File: src/hw/rtl/itf_pkg.sv
// Shared types and constants for the integer to text formatter.
// Used by itf_ctrl, itf_datapath and the top level; depends on nothing.
`default_nettype none

package itf_pkg;

    localparam logic [2:0] MODE_PTR  = 3'd0;
    localparam logic [2:0] MODE_SDEC = 3'd1;
    localparam logic [2:0] MODE_UDEC = 3'd2;
    localparam logic [2:0] MODE_LHEX = 3'd3;
    localparam logic [2:0] MODE_UHEX = 3'd4;

    localparam logic [7:0] CH_ZERO  = 8'h30;
    localparam logic [7:0] CH_X     = 8'h78;
    localparam logic [7:0] CH_MINUS = 8'h2d;
    localparam logic [7:0] CH_LA    = 8'h61;
    localparam logic [7:0] CH_UA    = 8'h41;

    localparam int          HEX32_DIGITS = 8;
    localparam int          DEC_DIGITS   = 10;
    localparam logic [31:0] RECIP_10     = 32'hCCCC_CCCD;
    localparam int          RECIP_SHIFT  = 35;

    typedef struct packed {
        logic       load;
        logic       put;
        logic [7:0] put_char;
        logic       mul;
        logic       div;
        logic       emit;
    } itf_cmd_t;

    typedef struct packed {
        logic q_zero;
        logic skip;
        logic rem_last;
    } itf_sts_t;

    function automatic logic [7:0] digit_char(input logic [3:0] d, input logic upper);
        logic [7:0] base;
        base = upper ? CH_UA : CH_LA;
        if (d < 4'd10)
            return CH_ZERO + {4'd0, d};
        else
            return base + {4'd0, d} - 8'd10;
    endfunction

endpackage

`default_nettype wire

File: src/hw/rtl/itf_datapath.sv
// Datapath: digit shift register, divide-by-ten by reciprocal multiply, output registers.
// Depends on itf_pkg; driven by itf_ctrl through itf_cmd_t.
`default_nettype none

module itf_datapath #(
    parameter int POINTER_HEX_DIGITS = 16
) (
    input  wire logic              clk,
    input  wire logic              rst_n,
    input  wire logic [2:0]        mode,
    input  wire logic [63:0]       number,
    input  wire itf_pkg::itf_cmd_t cmd,
    output itf_pkg::itf_sts_t      sts,
    output logic                   strobe,
    output logic [7:0]             character,
    output logic                   last_char,
    output logic [4:0]             total_length
);

    localparam int SLOTS = (POINTER_HEX_DIGITS > itf_pkg::DEC_DIGITS) ?
                           POINTER_HEX_DIGITS : itf_pkg::DEC_DIGITS;
    localparam int DIG_W = 4 * SLOTS;

    logic [DIG_W-1:0] dig_reg, dig_next;
    logic [4:0]       rem_reg, rem_next;
    logic [4:0]       len_reg, len_next;
    logic [31:0]      v_reg, v_next;
    logic [63:0]      prod_reg, prod_next;
    logic             hex_reg, hex_next;
    logic             upper_reg, upper_next;
    logic             strobe_reg, strobe_next;
    logic [7:0]       char_reg, char_next;
    logic             last_reg, last_next;
    logic [4:0]       total_reg, total_next;

    logic [DIG_W-1:0] ptr_load, hex_load;
    logic [28:0]      quot;
    logic [31:0]      rem32;
    logic [31:0]      low, mag;
    logic [3:0]       top;

    assign low      = number[31:0];
    assign mag      = low[31] ? (~low + 32'd1) : low;
    assign ptr_load = DIG_W'(number[4*POINTER_HEX_DIGITS-1:0])
                      << (4 * (SLOTS - POINTER_HEX_DIGITS));
    assign hex_load = DIG_W'(low) << (4 * (SLOTS - itf_pkg::HEX32_DIGITS));
    assign quot     = prod_reg[63:itf_pkg::RECIP_SHIFT];
    assign rem32    = v_reg - ({quot, 3'b000} + {2'b00, quot, 1'b0});
    assign top      = dig_reg[DIG_W-1:DIG_W-4];

    assign sts = '{
        q_zero:   (quot == 29'd0),
        skip:     hex_reg && (top == 4'd0) && (rem_reg != 5'd1),
        rem_last: (rem_reg == 5'd1)
    };

    always_comb
    begin
        dig_next    = dig_reg;
        rem_next    = rem_reg;
        len_next    = len_reg;
        v_next      = v_reg;
        prod_next   = prod_reg;
        hex_next    = hex_reg;
        upper_next  = upper_reg;
        strobe_next = 1'b0;
        char_next   = char_reg;
        last_next   = 1'b0;
        total_next  = 5'd0;

        if (cmd.load)
        begin
            len_next   = 5'd0;
            rem_next   = 5'd0;
            hex_next   = 1'b0;
            upper_next = 1'b0;
            unique case (mode) inside
                itf_pkg::MODE_PTR:
                begin
                    dig_next = ptr_load;
                    rem_next = 5'(POINTER_HEX_DIGITS);
                    hex_next = 1'b1;
                end
                itf_pkg::MODE_SDEC: v_next = mag;
                itf_pkg::MODE_UDEC: v_next = low;
                itf_pkg::MODE_LHEX, itf_pkg::MODE_UHEX:
                begin
                    dig_next   = hex_load;
                    rem_next   = 5'(itf_pkg::HEX32_DIGITS);
                    hex_next   = 1'b1;
                    upper_next = (mode == itf_pkg::MODE_UHEX);
                end
                default: ;
            endcase
        end

        if (cmd.put)
        begin
            strobe_next = 1'b1;
            char_next   = cmd.put_char;
            len_next    = len_reg + 5'd1;
        end

        if (cmd.mul)
            prod_next = 64'(v_reg) * 64'(itf_pkg::RECIP_10);

        if (cmd.div)
        begin
            dig_next = {rem32[3:0], dig_reg[DIG_W-1:4]};
            v_next   = 32'(quot);
            rem_next = rem_reg + 5'd1;
        end

        if (cmd.emit)
        begin
            dig_next = {dig_reg[DIG_W-5:0], 4'd0};
            rem_next = rem_reg - 5'd1;
            if (!sts.skip)
            begin
                hex_next    = 1'b0;
                strobe_next = 1'b1;
                char_next   = itf_pkg::digit_char(top, upper_reg);
                len_next    = len_reg + 5'd1;
                last_next   = sts.rem_last;
                total_next  = sts.rem_last ? (len_reg + 5'd1) : 5'd0;
            end
        end
    end

    always_ff @(posedge clk or negedge rst_n)
    begin
        if (!rst_n)
        begin
            strobe_reg <= 1'b0;
            last_reg   <= 1'b0;
            total_reg  <= 5'd0;
            rem_reg    <= 5'd0;
            len_reg    <= 5'd0;
            hex_reg    <= 1'b0;
        end
        else
        begin
            strobe_reg <= strobe_next;
            last_reg   <= last_next;
            total_reg  <= total_next;
            rem_reg    <= rem_next;
            len_reg    <= len_next;
            hex_reg    <= hex_next;
        end
    end

    always_ff @(posedge clk)
    begin
        dig_reg   <= dig_next;
        v_reg     <= v_next;
        prod_reg  <= prod_next;
        upper_reg <= upper_next;
        char_reg  <= char_next;
    end

    assign strobe       = strobe_reg;
    assign character    = char_reg;
    assign last_char    = last_reg;
    assign total_length = total_reg;

endmodule

`default_nettype wire

File: src/hw/rtl/itf_ctrl.sv
// Controller: sequences prefix, divide-by-ten loop and digit emission.
// Depends on itf_pkg; commands itf_datapath through itf_cmd_t.
`default_nettype none

module itf_ctrl (
    input  wire logic              clk,
    input  wire logic              rst_n,
    input  wire logic              start,
    input  wire logic [2:0]        mode,
    input  wire logic              sign,
    input  wire itf_pkg::itf_sts_t sts,
    output itf_pkg::itf_cmd_t      cmd,
    output logic                   busy
);

    typedef enum logic [2:0] {
        S_IDLE,
        S_ZERO,
        S_X,
        S_MINUS,
        S_MUL,
        S_DIV,
        S_EMIT
    } state_t;

    state_t state_reg, state_next;
    logic   busy_reg;

    always_comb
    begin
        state_next   = state_reg;
        cmd          = '0;
        unique case (state_reg)
            S_IDLE:
            begin
                if (start)
                begin
                    cmd.load = 1'b1;
                    unique case (mode) inside
                        itf_pkg::MODE_PTR:  state_next = S_ZERO;
                        itf_pkg::MODE_SDEC: state_next = sign ? S_MINUS : S_MUL;
                        itf_pkg::MODE_UDEC: state_next = S_MUL;
                        itf_pkg::MODE_LHEX, itf_pkg::MODE_UHEX: state_next = S_EMIT;
                        default:            state_next = S_IDLE;
                    endcase
                end
            end
            S_ZERO:
            begin
                cmd.put      = 1'b1;
                cmd.put_char = itf_pkg::CH_ZERO;
                state_next   = S_X;
            end
            S_X:
            begin
                cmd.put      = 1'b1;
                cmd.put_char = itf_pkg::CH_X;
                state_next   = S_EMIT;
            end
            S_MINUS:
            begin
                cmd.put      = 1'b1;
                cmd.put_char = itf_pkg::CH_MINUS;
                state_next   = S_MUL;
            end
            S_MUL:
            begin
                cmd.mul    = 1'b1;
                state_next = S_DIV;
            end
            S_DIV:
            begin
                cmd.div    = 1'b1;
                state_next = sts.q_zero ? S_EMIT : S_MUL;
            end
            S_EMIT:
            begin
                cmd.emit = 1'b1;
                if (!sts.skip && sts.rem_last)
                    state_next = S_IDLE;
            end
            default: state_next = S_IDLE;
        endcase
    end

    always_ff @(posedge clk or negedge rst_n)
    begin
        if (!rst_n)
        begin
            state_reg <= S_IDLE;
            busy_reg  <= 1'b0;
        end
        else
        begin
            state_reg <= state_next;
            busy_reg  <= (state_next != S_IDLE);
        end
    end

    assign busy = busy_reg;

endmodule

`default_nettype wire

File: src/hw/rtl/integer_to_text_formatter.sv
// Top level of the integer to text formatter: controller plus datapath.
// Depends on itf_pkg, itf_ctrl and itf_datapath.
//
//  channel   ports                                   transfer
//  request   start, mode, number                     start && !busy
//  result    strobe, character, last_char,           strobe, one cycle each
//            total_length
//
// One request at a time. Hex modes: a load step, then one step per nibble
// (8, or POINTER_HEX_DIGITS after the 0x prefix in pointer mode); leading
// zero nibbles take a step without a result. Decimal modes: a multiply and
// a divide step per digit through the reciprocal multiplier, then one emit
// step per character. Reset is asynchronous and returns to idle.
// The receiver cannot stall; modes 5 to 7 are dropped without results.
`default_nettype none

module integer_to_text_formatter #(
    parameter int POINTER_HEX_DIGITS = 16
) (
    input  wire logic        clk,
    input  wire logic        rst_n,
    input  wire logic        start,
    output logic             busy,
    input  wire logic [2:0]  mode,
    input  wire logic [63:0] number,
    output logic             strobe,
    output logic [7:0]       character,
    output logic             last_char,
    output logic [4:0]       total_length
);

    itf_pkg::itf_cmd_t cmd;
    itf_pkg::itf_sts_t sts;
    logic              ctl_busy;

    itf_ctrl u_ctrl (
        .clk   (clk),
        .rst_n (rst_n),
        .start (start && !ctl_busy),
        .mode  (mode),
        .sign  (number[31]),
        .sts   (sts),
        .cmd   (cmd),
        .busy  (ctl_busy)
    );

    itf_datapath #(
        .POINTER_HEX_DIGITS (POINTER_HEX_DIGITS)
    ) u_datapath (
        .clk          (clk),
        .rst_n        (rst_n),
        .mode         (mode),
        .number       (number),
        .cmd          (cmd),
        .sts          (sts),
        .strobe       (strobe),
        .character    (character),
        .last_char    (last_char),
        .total_length (total_length)
    );

    assign busy = ctl_busy;

endmodule

`default_nettype wire

File: config.mk
export PLATFORM = sky130hd
export DESIGN_NAME = integer_to_text_formatter
export DESIGN_NICKNAME = d
export VERILOG_FILES = /design/src/hw/rtl/itf_pkg.sv /design/src/hw/rtl/itf_datapath.sv /design/src/hw/rtl/itf_ctrl.sv /design/src/hw/rtl/integer_to_text_formatter.sv
export SDC_FILE = /design/constraint.sdc
export NUM_CORES = 1
export LEC_CHECK = 0
export BUFFER_PORTS_ARGS = -buffer_cell sky130_fd_sc_hd__clkbuf_2
export CORE_ASPECT_RATIO = 0.6
export CORE_MARGIN = 4
export CORE_UTILIZATION = 53
export CTS_BUF_LIST = sky130_fd_sc_hd__clkbuf_4 sky130_fd_sc_hd__clkbuf_8
export CTS_CLUSTER_SIZE = 10
export DETAILED_ROUTE_END_ITERATION = 7
export HOLD_SLACK_MARGIN = 0.02
export PLACE_DENSITY = 0.66
export RECOVER_POWER = 100
export SYNTH_ARGS = -nofsm -noshare
export SYNTH_HDL_FRONTEND = slang
export SYNTH_SLANG_ARGS = --single-unit
export TNS_END_PERCENT = 100
File: constraint.sdc
create_clock -name clk -period 12.7 [get_ports clk]
set_input_delay 1.905 -clock clk [delete_from_list [all_inputs] [get_ports clk]]
set_output_delay 1.905 -clock clk [all_outputs]
set_load 0.05 [all_outputs]
# Word-level counts from Yosys, hierarchy flattened
# Cells that the tools add are included.
[totals]
ff_bits = 191
latch_bits = 0
mem_bits_rw = 0
romBits = 0
input_bits = 70
out_inout_bits = 16
elab_cells = 107
n_memories = 0
[op_classes]
addsub = 9
n_mul = 1
div = 0
order_cmp = 1
eq_ne = 12
shifts = 0
n_mux = 45
n_bitwise = 1
reduce_logical = 23
[ops]
columns = ["cell", "n"]
rows = [
  ["64-bit 2-to-1 mux", 3],
  ["64-bit one-hot mux with 2 select lines", 1],
  ["32-bit by 32-bit multiplier with 64-bit output (second input constant)", 1],
  ["32-bit one-hot mux with 2 select lines", 1],
  ["29-bit 2-to-1 mux", 2],
  ["5-bit 2-to-1 mux", 10],
  ["32-bit by 1-bit adder with 32-bit output (second input constant)", 1],
  ["32-bit 2-to-1 mux", 1],
  ["8-bit 2-to-1 mux", 4],
  ["32-bit NOT", 1],
  ["29-bit logical NOT", 1],
  ["9-bit one-hot mux with 3 select lines", 1],
  ["3-bit one-hot mux with 7 select lines", 1],
  ["1-bit 2-to-1 mux", 14],
  ["3-bit by 2-bit equality test with 1-bit output (second input constant)", 4],
  ["3-bit equality test (second input constant)", 4],
  ["3-bit one-hot mux with 4 select lines", 1],
  ["3-bit nonzero test", 4],
  ["5-bit by 1-bit adder with 5-bit output (second input constant)", 2],
  ["5-bit one-hot mux with 2 select lines", 1],
  ["3-bit 2-to-1 mux", 3],
  ["8-bit by 4-bit adder with 8-bit output", 1],
  ["2-bit AND reduction", 4],
  ["8-bit by 4-bit subtractor with 8-bit output (second input constant)", 1],
  ["18 further kinds", 25],
]

# Longest topological paths before layout
# Gate-level depths: netlist of the first run.
[logic_depth]
depth_word = 8
depth_mapped = 27
depth_no_buf = 26

# Hierarchy
# A second synthesis of the first run with hierarchy kept.
[hier_totals]
cells_unflattened = 2511
hier_area_um2 = 24750.0
[by_module_without_submodules]
columns = ["module", "instances", "cells_each", "area_per_inst_um2", "seq_area_each_um2"]
rows = [
  ["itf_datapath", 1, 2467, 24355.9, 4324.1],
  ["itf_ctrl", 1, 43, 380.4, 100.1],
  ["integer_to_text_formatter", 1, 1, 13.8, 0.0],
]

# Least setup slack after synthesis of the first run
# Ideal clock, no wire load.
[synth_timing]
path_type = "register to register"
from = "reg u_datapath.v_reg[7]"
to = "reg u_datapath.prod_reg[60] (data pin)"
setup_time_ns = 0.195
arrival_time_ns = 6.754
required_ns = 12.505
path_slack_ns = 5.751
path_stages_with_launch = 24
n_path_buf = 2
synth_period_minus_slack_ns = 6.949
cell_sequence = "edfxtp_1 ha_1 clkbuf_1 xnor2_1 inv_1 ha_1 or2_2 fa_1 fa_1 fa_1 fa_1 fa_1 ha_1 ha_1 clkbuf_1 nand3_1 nor2_1 nand4_1 nor4_1 a221o_1 o21ai_1 a211oi_1 nor2_1 o311ai_0"
[synth_via]
elab_chain_len = 1
[synth_rtl]
columns = ["item", "line", "source"]
rows = [
  ["start: declaration", "itf_datapath.sv:27", "logic [31:0] v_reg, v_next;"],
  ["start signal: assignment", "itf_datapath.sv:155", "v_reg <= v_next;"],
  ["32-bit by 32-bit multiplier with 64-bit output", "itf_datapath.sv:105", "prod_next = 64'(v_reg) * 64'(itf_pkg::RECIP_10);"],
  ["end signal: assignment", "itf_datapath.sv:156", "prod_reg <= prod_next;"],
  ["end: declaration", "itf_datapath.sv:28", "logic [63:0] prod_reg, prod_next;"],
]
# Every way passes these cells.
# A chain may end at the register's enable or synchronous reset.

# Worst setup path after layout of the first run
[layout_timing]
from = "reg u_datapath.v_reg[3]"
to = "reg u_datapath.prod_reg[60] (data pin)"
# The elaborated chain is that of the path after synthesis.

==> results_dict.tcl, run 1 <==
set metrics [dict create \
    finalNetCount 3341 \
    core.rowCount 60 \
    clockBufferDepth 2 \
    synth_top_area_share_pct 31.6 \
    cp-start-kind "register" \
    min_period_over_period_pct 65.7 \
    overflow 0 \
    min_to "u_datapath.dig_reg[0]" \
    arrival_ps 8650 \
    clock_skew_ps 37.3 \
    r2r-end "u_datapath.prod_reg[60]" \
    antenna_left 0 \
    area_growth_pct 5.73 \
    fmax_ghz 0.120 \
    worstSkewPairLatency_ps 520 \
    seq_area_frac_synth_pct 18.1 \
    cp.required_ps 13000 \
    finalMaxSlewViolations 411 \
    worst_pin_slew_ps 3610 \
    maxCapViolCount 9 \
    wire_per_inst_microns 25.4 \
    violations "max-capacitance violations, max-slew violations" \
    port_buffers 85 \
    vias 18555 \
    largest_register_ffs 64 \
    min_path_type "reg2reg" \
    cts_made_buffers 17 \
    track_usage_pct 33.2 \
    rr_worst_depth 20 \
    syn_area_per_cell_sq_um 9.88 \
    holdBufCountCts 0 \
    antenna_cells 0 \
    wirelength_mm 80.4 \
    vias_per_cell 5.87 \
    netlist_instances 2478 \
    synth_ff_type "edfxtp_1" \
    die_area_sq_um 49800 \
    drive_gt1_share_pct 4.37 \
    path_clk_slew_ps 120 \
    grt_pass1_wl_mm 122 \
    antenna_found_initial 5 \
    die_height_microns 175 \
    grt_max_degree 82 \
    period_minus_slack_ps 8340 \
    yosys.area.top_type "fa_1" \
    gp_congestion 1.03 \
    status "complete, but fails checks" \
    ctsHtreeMaxLevel 4 \
    num_io_pins 86 \
    cts_tree "built" \
    synth_warnings 0 \
    grt_pass1_vias 19065 \
    ys_types 59 \
    final_cell_mix "inv_1 (565), fa_1 (387), ha_1 (358), nand2_1 (197), edfxtp_1 (119)" \
    fin_area_sq_um 25900 \
    remaining_drc_errors 0 \
    synth_area_sq_um 24500 \
    clkSinkCount 156 \
    setup_viol_count_final 0 \
    whs_path_depth 2 \
    fin_setup_tns_ps 0 \
    pre_cts_ws_ps 4710 \
    placed_area_sq_um 25600 \
    ys_ff_latch 156 \
    final_common_cell "inv_1" \
    die_x_microns 286 \
    cp_max_fo 8 \
    post-dp-hpwl_mm 69.6 \
    core-area_sq_um 45200 \
    min_from "u_datapath.dig_reg[0]" \
    drt_iter0_drc 2340 \
    postCtsSetupRepairBufs 0 \
    timing.rr.start "u_datapath.v_reg[3]" \
    synthTopCellsByArea "fa_1 (32%), ha_1 (18%), edfxtp_1 (15%)" \
    dr.pass1.iters 5 \
    cts.repair.resized 0 \
    final_hold_viol_count 0 \
    r2r_slack_ps 4360 \
    critical_path_class "reg2reg" \
    synth_edf_count 119 \
    cp-end-kind "register" \
    rsz0062_at_grt "false" \
    synth_nets 3293 \
    start_util_pct 54.2 \
    async_flop_share_pct 14.1 \
    cts-root-buf "clkbuf_8" \
    relSlewSlack_pct -141 \
    setup_ws_ps 4360 \
]
==> logic make-up (layout without fill, tap and decap cells) <==
kind of cell,after synthesis,count (layout),synth area share [%]
compound gates,382,382,9.93
mux,2,2,0.0869
buf+inv,632,693,9.69
xor+xnor,112,112,4.01
fa+ha+maj,745,745,49.9
simple gates,449,449,8.30
flops,156,156,18.1
==> per-layer routing <==
layer	global-route usage, %	share of wire [%]
met1	51.6	46
met2	43.2	38
met3	14.5	15
met4	4.03	1.1
met5	1.06	0.15
==> stage by stage <==
stage                     utilization, %  hold WS (ps)  cells
after floorplan                        -           416   2478
after global placement              56.5           427   3127
after detailed placement            56.5           434   3127
after CTS                           57.5           448   3159
after global routing                57.3           453   3159
final                               57.3           444   3159
==> synthesized netlist by cell type, drive strengths merged, types with 2 or more instances <==
cell    count
ha        358
a211oi     14
o211a       2
buf         6
nand2b      9
and3        6
o41ai       5
a221o      29
o31ai       8
nand2     197
inv       565
or2         4
edfxtp    119
nor2b       9
a311oi      3
nor3       15
a31oi      36
o21ai      87
a21o       34
o21bai      5
a21oi     115
o32ai       2
o211ai      8
o221ai      2
clkbuf     61
nand3      53
nand3b      3
and4        4
o21a        6
or4         3
o22ai       6
xor2       61
xnor2      51
dfxtp      15
nand4      15
and2       11
fa        387
or3         7
nor4       13
a221oi      4
nor2       99
a22oi       9
o21ba       2
dfrtp      22
==> worst max-delay path, stage by stage (launching register included) <==
cell and delay (ps):
edfxtp_1 630, ha_1 540, xor2_1 800, a21o_1 250, fa_1 480, fa_1 490, fa_1 550, fa_1 440
fa_1 520, inv_1 60, fa_1 480, inv_1 40, ha_1 330, and3_1 260, a221oi_1 540, nor3_1 120
a221o_1 400, o21ai_0 430, a211oi_1 240, or3_1 430, o311ai_0 110
==> worst max path at each step <==
stage	cells past startpoint	end	from
after detailed placement	20	u_datapath.prod_reg[60]	u_datapath.v_reg[3]
after floorplan	23	u_datapath.prod_reg[60]	u_datapath.v_reg[7]
after CTS	20	u_datapath.prod_reg[60]	u_datapath.v_reg[3]
final	20	u_datapath.prod_reg[60]	u_datapath.v_reg[3]
after global placement	24	u_datapath.prod_reg[62]	u_datapath.v_reg[15]
after global routing	21	u_datapath.prod_reg[60]	u_datapath.v_reg[7]
==> layout make-up <==
class / count / area (sq um)
fillers: 3932 / 19300
multi-input cells: 1690 / 17700
flip-flops and latches: 156 / 4420
inverters: 565 / 2120
well taps: 620 / 776
repair buffers: 96 / 449
clock buffers: 17 / 234
clock inverters: 15 / 201
Power of run 1 is left out: the tool's default activity adds up to more than one toggle a clock period on the data nets, which glitch-free logic cannot reach.
==> inputs of run 2 (changes only) <==
--- a/config.mk
+++ b/config.mk
@@ -5,6 +5,7 @@
 export SDC_FILE = /design/constraint.sdc
 export NUM_CORES = 1
 export LEC_CHECK = 0
+export ABC_AREA = 1
 export BUFFER_PORTS_ARGS = -buffer_cell sky130_fd_sc_hd__clkbuf_2
 export CORE_ASPECT_RATIO = 0.6
 export CORE_MARGIN = 4
==> constraint.sdc (replaced) <==
create_clock -name clk -period 7.75 [get_ports clk]
set_input_delay 1.1625 -clock clk [delete_from_list [all_inputs] [get_ports clk]]
set_output_delay 1.1625 -clock clk [all_outputs]
set_load 0.05 [all_outputs]
==> results_dict.tcl, run 2 <==
set metrics [dict create \
    grt_pass1_vias 22670 \
    seq_area_frac_synth_pct 16.5 \
    crit_path_top_delay_cell "fa_1" \
    min_from "u_datapath.character[7]" \
    die_height_microns 182 \
    synthTopCellsByArea "fa_1 (29%), ha_1 (17%), edfxtp_1 (13%)" \
    min_period_over_period_pct 98.0 \
    die_x_microns 298 \
    ys_types 45 \
    fin_setup_tns_ps 0 \
    arrival_ps 7870 \
    critical_path_class "reg2reg" \
    min_path_type "reg2reg" \
    wirelength_mm 97.9 \
    rr_worst_depth 20 \
    final_common_cell "inv_1" \
    final_hold_viol_count 0 \
    pre_cts_ws_ps 366 \
    area_growth_pct 5.69 \
    maxCapViolCount 6 \
    finalNetCount 4161 \
    status "complete, but fails checks" \
    post-dp-hpwl_mm 85.6 \
    violations "max-capacitance violations, max-slew violations" \
    cp-start-kind "register" \
    finalMaxSlewViolations 293 \
    clockBufferDepth 2 \
    cp_max_fo 9 \
    r2r_slack_ps 150 \
    crit_chain "ha_1 -> xor2_1 -> ha_1 -> or2_2 -> fa_1 -> fa_1 -> fa_1 -> fa_1 -> fa_1 -> ha_1 -> ha_1 -> nand2_1 -> nor2_1 -> inv_1 -> nor2_1 -> nand2_1 -> nor3_1 -> o21ai_0 -> nand4_1 -> nand2_1" \
    final_core_util_pct 57.0 \
    synth_warnings 0 \
    synth_top_area_share_pct 28.9 \
    synth_ff_type "edfxtp_1" \
    cp-end-kind "register" \
    setup_ws_ps 154 \
    largest_register_ffs 64 \
    dr.pass1.iters 7 \
    die_area_sq_um 54400 \
    fmax_ghz 0.132 \
    num_io_pins 86 \
    placed_area_sq_um 28100 \
    yosys-top-cells-count "inv_1 (853), nand2_1 (652), fa_1 (387)" \
    r2r-end "u_datapath.prod_reg[48]" \
    path_clk_slew_ps 100 \
    multiInputGateArea_sq_um 18900 \
    core.rowCount 63 \
    slowest_delay_ps 760 \
    grt_max_degree 91 \
    remaining_drc_errors 0 \
    synth_area_sq_um 26800 \
    rsz0062_at_grt "false" \
    whs_path_depth 2 \
    ctsHtreeMaxLevel 4 \
    clock_skew_ps 22.8 \
    period_minus_slack_ps 7600 \
    final_cell_mix "inv_1 (858), nand2_1 (652), fa_1 (387), ha_1 (358), nor2_1 (213)" \
    yosys.area.top_type "fa_1" \
    track_usage_pct 36.5 \
    synth_edf_count 119 \
    cts.repair.resized 0 \
    cts_made_buffers 17 \
    nFillCells 4742 \
    drt_iter0_drc 3068 \
    cp.required_ps 8020 \
    fin_area_sq_um 28300 \
    clkSinkCount 156 \
    holdBufCountCts 0 \
    synth_most_common_cell "inv_1" \
    worstSkewPairLatency_ps 530 \
    antenna_found_initial 2 \
    min_to "u_datapath.character[7]" \
    port_buffers 85 \
    start_util_pct 53.9 \
    antenna_left 0 \
    register_area_sq_um 4420 \
    synth_nets 4083 \
    drive_gt1_share_pct 3.57 \
    vias_per_cell 5.65 \
    async_flop_share_pct 14.1 \
    vias 22837 \
    syn_area_per_cell_sq_um 8.21 \
    netlist_instances 3268 \
    gp_congestion 1.08 \
    cts_tree "built" \
    overflow 0 \
    postCtsSetupRepairBufs 0 \
    core-area_sq_um 49700 \
    timing.rr.start "u_datapath.v_reg[8]" \
    ys_ff_latch 156 \
    worst_pin_slew_ps 3420 \
    setup_viol_count_final 0 \
    wire_per_inst_microns 24.2 \
    cp_common_cell "fa_1" \
    relSlewSlack_pct -128 \
    cts-root-buf "clkbuf_8" \
    grt_pass1_wl_mm 145 \
]
==> run 2: cell types whose count changed in the layout (fill, tap and decap cells not counted), sizes merged, moves of 29 or more <==
cell / change
xnor2: -38
o21ai: +79
a31oi: -29
inv: +289
nor2: +116
a221o: -29
nand3: +37
nand2: +456
==> run 2: worst max path at each step <==
stage	start	to	slack, ps	cells after the start
5_1_grt	u_datapath.v_reg[8]	u_datapath.prod_reg[62]	0.3	18
3_5_place_dp	u_datapath.v_reg[8]	u_datapath.prod_reg[62]	370	19
2_1_floorplan	u_datapath.v_reg[7]	u_datapath.prod_reg[61]	1650	21
4_1_cts	u_datapath.v_reg[8]	u_datapath.prod_reg[62]	330	19
6_report	u_datapath.v_reg[8]	u_datapath.prod_reg[48]	150	20
3_3_place_gp	u_datapath.v_reg[7]	u_datapath.prod_reg[62]	330	18
==> run 2: layer usage <==
| metal | vias up | global-route usage (%) | wire (microns) | part of all wire (%) |
|---|---|---|---|---|
| li1 | 10228 | - | - | - |
| met1 | 11162 | 56.1 | 44600 | 46 |
| met2 | 1317 | 46.0 | 35700 | 36 |
| met3 | 122 | 16.7 | 15300 | 16 |
| met4 | 8 | 8.00 | 2150 | 2.2 |
| met5 | - | 1.85 | 177 | 0.18 |
==> run 2: cells by family after synthesis <==
logic type                 count (synthesis)  share of synthesized area (%)
AOI/OAI and AO/OA                        380                           7.90
xor gates and xnor gates                  54                           1.76
adders and majority gates                745                           45.6
buffers and inverters                    905                           12.8
DFF                                      156                           16.5
muxes                                      1                         0.0420
and+or+nand+nor                         1027                           15.4
==> run 2: cell type report <==
cell class | count | share of cell area [%]
diodes | 2 | 0.0177
clock buffers | 17 | 0.825
clock inverters | 15 | 0.455
inverters | 860 | 11.4
multi-input cells | 2207 | 66.8
flip-flops and latches | 156 | 15.6
well taps | 682 | 3.01
repair buffers | 104 | 1.86
==> run 2: per-stage QoR <==
step,cells,hold WS (ps)
6_report,4043,429
5_1_grt,4041,473
4_1_cts,4041,432
3_5_place_dp,4009,416
3_3_place_gp,4009,415
2_1_floorplan,3268,451
==> run 2: critical path: cells and delay by family, from the launching register on <==
family,cells,cell delay [ps]
and+or+nand+nor,8,1530
AOI/OAI and AO/OA,1,350
adders and majority gates,9,4440
DFF,1,630
xor gates and xnor gates,1,310
buffers and inverters,1,90
Power of run 2 is left out for the same reason.
==> inputs of run 3 (changes only) <==
--- a/config.mk
+++ b/config.mk
@@ -5,16 +5,16 @@
 export SDC_FILE = /design/constraint.sdc
 export NUM_CORES = 1
 export LEC_CHECK = 0
-export ABC_AREA = 1
 export BUFFER_PORTS_ARGS = -buffer_cell sky130_fd_sc_hd__clkbuf_2
 export CORE_ASPECT_RATIO = 0.6
 export CORE_MARGIN = 4
-export CORE_UTILIZATION = 53
+export CORE_UTILIZATION = 55
 export CTS_BUF_LIST = sky130_fd_sc_hd__clkbuf_4 sky130_fd_sc_hd__clkbuf_8
 export CTS_CLUSTER_SIZE = 10
 export DETAILED_ROUTE_END_ITERATION = 7
 export HOLD_SLACK_MARGIN = 0.02
-export PLACE_DENSITY = 0.66
+export MAX_ROUTING_LAYER = met4
+export PLACE_DENSITY = 0.68
 export RECOVER_POWER = 100
 export SYNTH_ARGS = -nofsm -noshare
 export SYNTH_HDL_FRONTEND = slang
==> results_dict.tcl, run 3 (same netlist as run 1, synthesis figures left out) <==
set metrics [dict create \
    status "complete, but fails checks" \
    violations "max-capacitance violations, max-slew violations" \
    dr.pass1.iters 5 \
    final_common_cell "inv_1" \
    wl_met2_mm 32.9 \
    cp.required_ps 8020 \
    core.rowCount 59 \
    finalNetCount 3447 \
    fin_setup_tns_ps 0 \
    cts-root-buf "clkbuf_8" \
    slowest_delay_ps 720 \
    clkSinkCount 156 \
    vias_per_cell 5.87 \
    routed.top_layer "met4" \
    setup_viol_count_final 0 \
    worstSkewPairLatency_ps 530 \
    crit_path_top_delay_cell "edfxtp_1" \
    min_period_over_period_pct 98.2 \
    path_clk_slew_ps 110 \
    track_usage_pct 37.2 \
    overflow 0 \
    antenna_found_initial 5 \
    path_buf_inv 6 \
    cp_common_cell "fa_1" \
    critical_path_class "reg2reg" \
    cts_made_buffers 17 \
    ctsHtreeMaxLevel 4 \
    maxCapViolCount 7 \
    cp-start-kind "register" \
    clockBufferDepth 2 \
    gp_congestion 1.08 \
    area_growth_pct 8.92 \
    rsz0062_at_grt "false" \
    post-dp-hpwl_mm 73.0 \
    final_cell_mix "inv_1 (564), fa_1 (386), ha_1 (352), nand2_1 (197), edfxtp_1 (119)" \
    wire_per_inst_microns 26.1 \
    grt_max_degree 86 \
    arrival_ps 7880 \
    min_path_type "reg2reg" \
    grt_pass1_vias 19190 \
    grt_pass1_wl_mm 125 \
    crit_family "adder cells" \
    final_hold_viol_count 0 \
    die_area_sq_um 48100 \
    crit_chain "ha_2 -> ha_1 -> fa_1 -> inv_1 -> fa_1 -> inv_1 -> fa_1 -> fa_1 -> fa_1 -> fa_1 -> ha_1 -> buf_4 -> nand4_1 -> nor2_1 -> nand4_1 -> a211oi_1 -> clkbuf_1 -> o21ai_1 -> buf_4 -> a21oi_1 -> buf_4 -> o21a_1 -> nor2_1 -> xnor2_1" \
    die_x_microns 280 \
    drive_gt1_share_pct 8.43 \
    core-area_sq_um 43600 \
    wirelength_mm 84.1 \
    period_minus_slack_ps 7610 \
    antenna_left 0 \
    wl_met3_mm 11.5 \
    fmax_ghz 0.131 \
    num_io_pins 86 \
    remaining_drc_errors 0 \
    die_height_microns 171 \
    wl_met1_mm 38.7 \
    cp_max_fo 5 \
    cts_tree "built" \
    r2r_slack_ps 140 \
    finalMaxSlewViolations 337 \
    largest_register_ffs 64 \
    start_util_pct 56.1 \
    cp-end-kind "register" \
    worst_pin_slew_ps 3830 \
    vias 18952 \
    port_buffers 85 \
    drt_iter0_drc 2133 \
    holdBufCountCts 0 \
    relSlewSlack_pct -155 \
    clock_skew_ps 27.9 \
]
[run 3: cell type report]
class | count | area (sq um)
clock buffer | 17 | 234
inverter | 565 | 2120
timing repair buffer | 202 | 1230
clock inverter | 15 | 209
antenna | 4 | 10.0
sequential | 156 | 4420
multi-input combinational | 1690 | 17700
tap | 579 | 724
fill | 3715 | 17000
[run 3: repair_timing]
| item | 4_1_cts | 5_1_grt |
|---|---|---|
| setup buffers | 0 | 26 |
| endpoints found under the setup margin | 0 | 13 |
| resized for setup | 0 | 13 |
| endpoints found under the hold margin | 0 | 0 |
[run 3: path summary, 6_finish.rpt]
| path | start | cells past startpoint | endpoint |
|---|---|---|---|
| max reg2reg | u_datapath.v_reg[26] | 24 | u_datapath.prod_reg[49] |
| max | u_datapath.v_reg[26] | 24 | u_datapath.prod_reg[49] |
| min in group asynchronous | rst_n | 1 | u_datapath.total_length[1] |
| max in group asynchronous | rst_n | 1 | u_datapath.rem_reg[1] |
| min reg2reg | u_datapath.dig_reg[2] | 2 | u_datapath.dig_reg[2] |
| min | u_datapath.dig_reg[2] | 2 | u_datapath.dig_reg[2] |
[run 3: worst reg2reg max path, stage by stage (launching register included)]
cell	delay, ps
edfxtp_1	720
ha_2	480
ha_1	350
fa_1	630
inv_1	110
fa_1	550
inv_1	60
fa_1	500
fa_1	510
fa_1	670
fa_1	490
ha_1	310
buf_4	140
nand4_1	120
nor2_1	220
nand4_1	140
a211oi_1	290
clkbuf_1	190
o21ai_1	80
buf_4	160
a21oi_1	220
buf_4	170
o21a_1	110
nor2_1	50
xnor2_1	120
[run 3: stage by stage]
step | utilization, % | cell area (sq um) | hold slack (ps) | worst slack (ps) | std cells
floorplan | - | 24500 | 416 | 801 | 2478
global placement | 59.8 | 26100 | 429 | 167 | 3166
CTS | 60.8 | 26500 | 451 | 28.7 | 3198
detailed placement | 59.8 | 26100 | 435 | 123 | 3166
finish | 61.1 | 26700 | 460 | 137 | 3228
global route | 61.1 | 26700 | 479 | 15.8 | 3228
[run 3: layer usage]
metal  track usage, %  up-vias
met5                -        -
met4             5.55        0
met3             15.2       72
met2             48.7      899
met1             54.9     9614
li1                 -     8367
Power of run 3 is left out for the same reason.
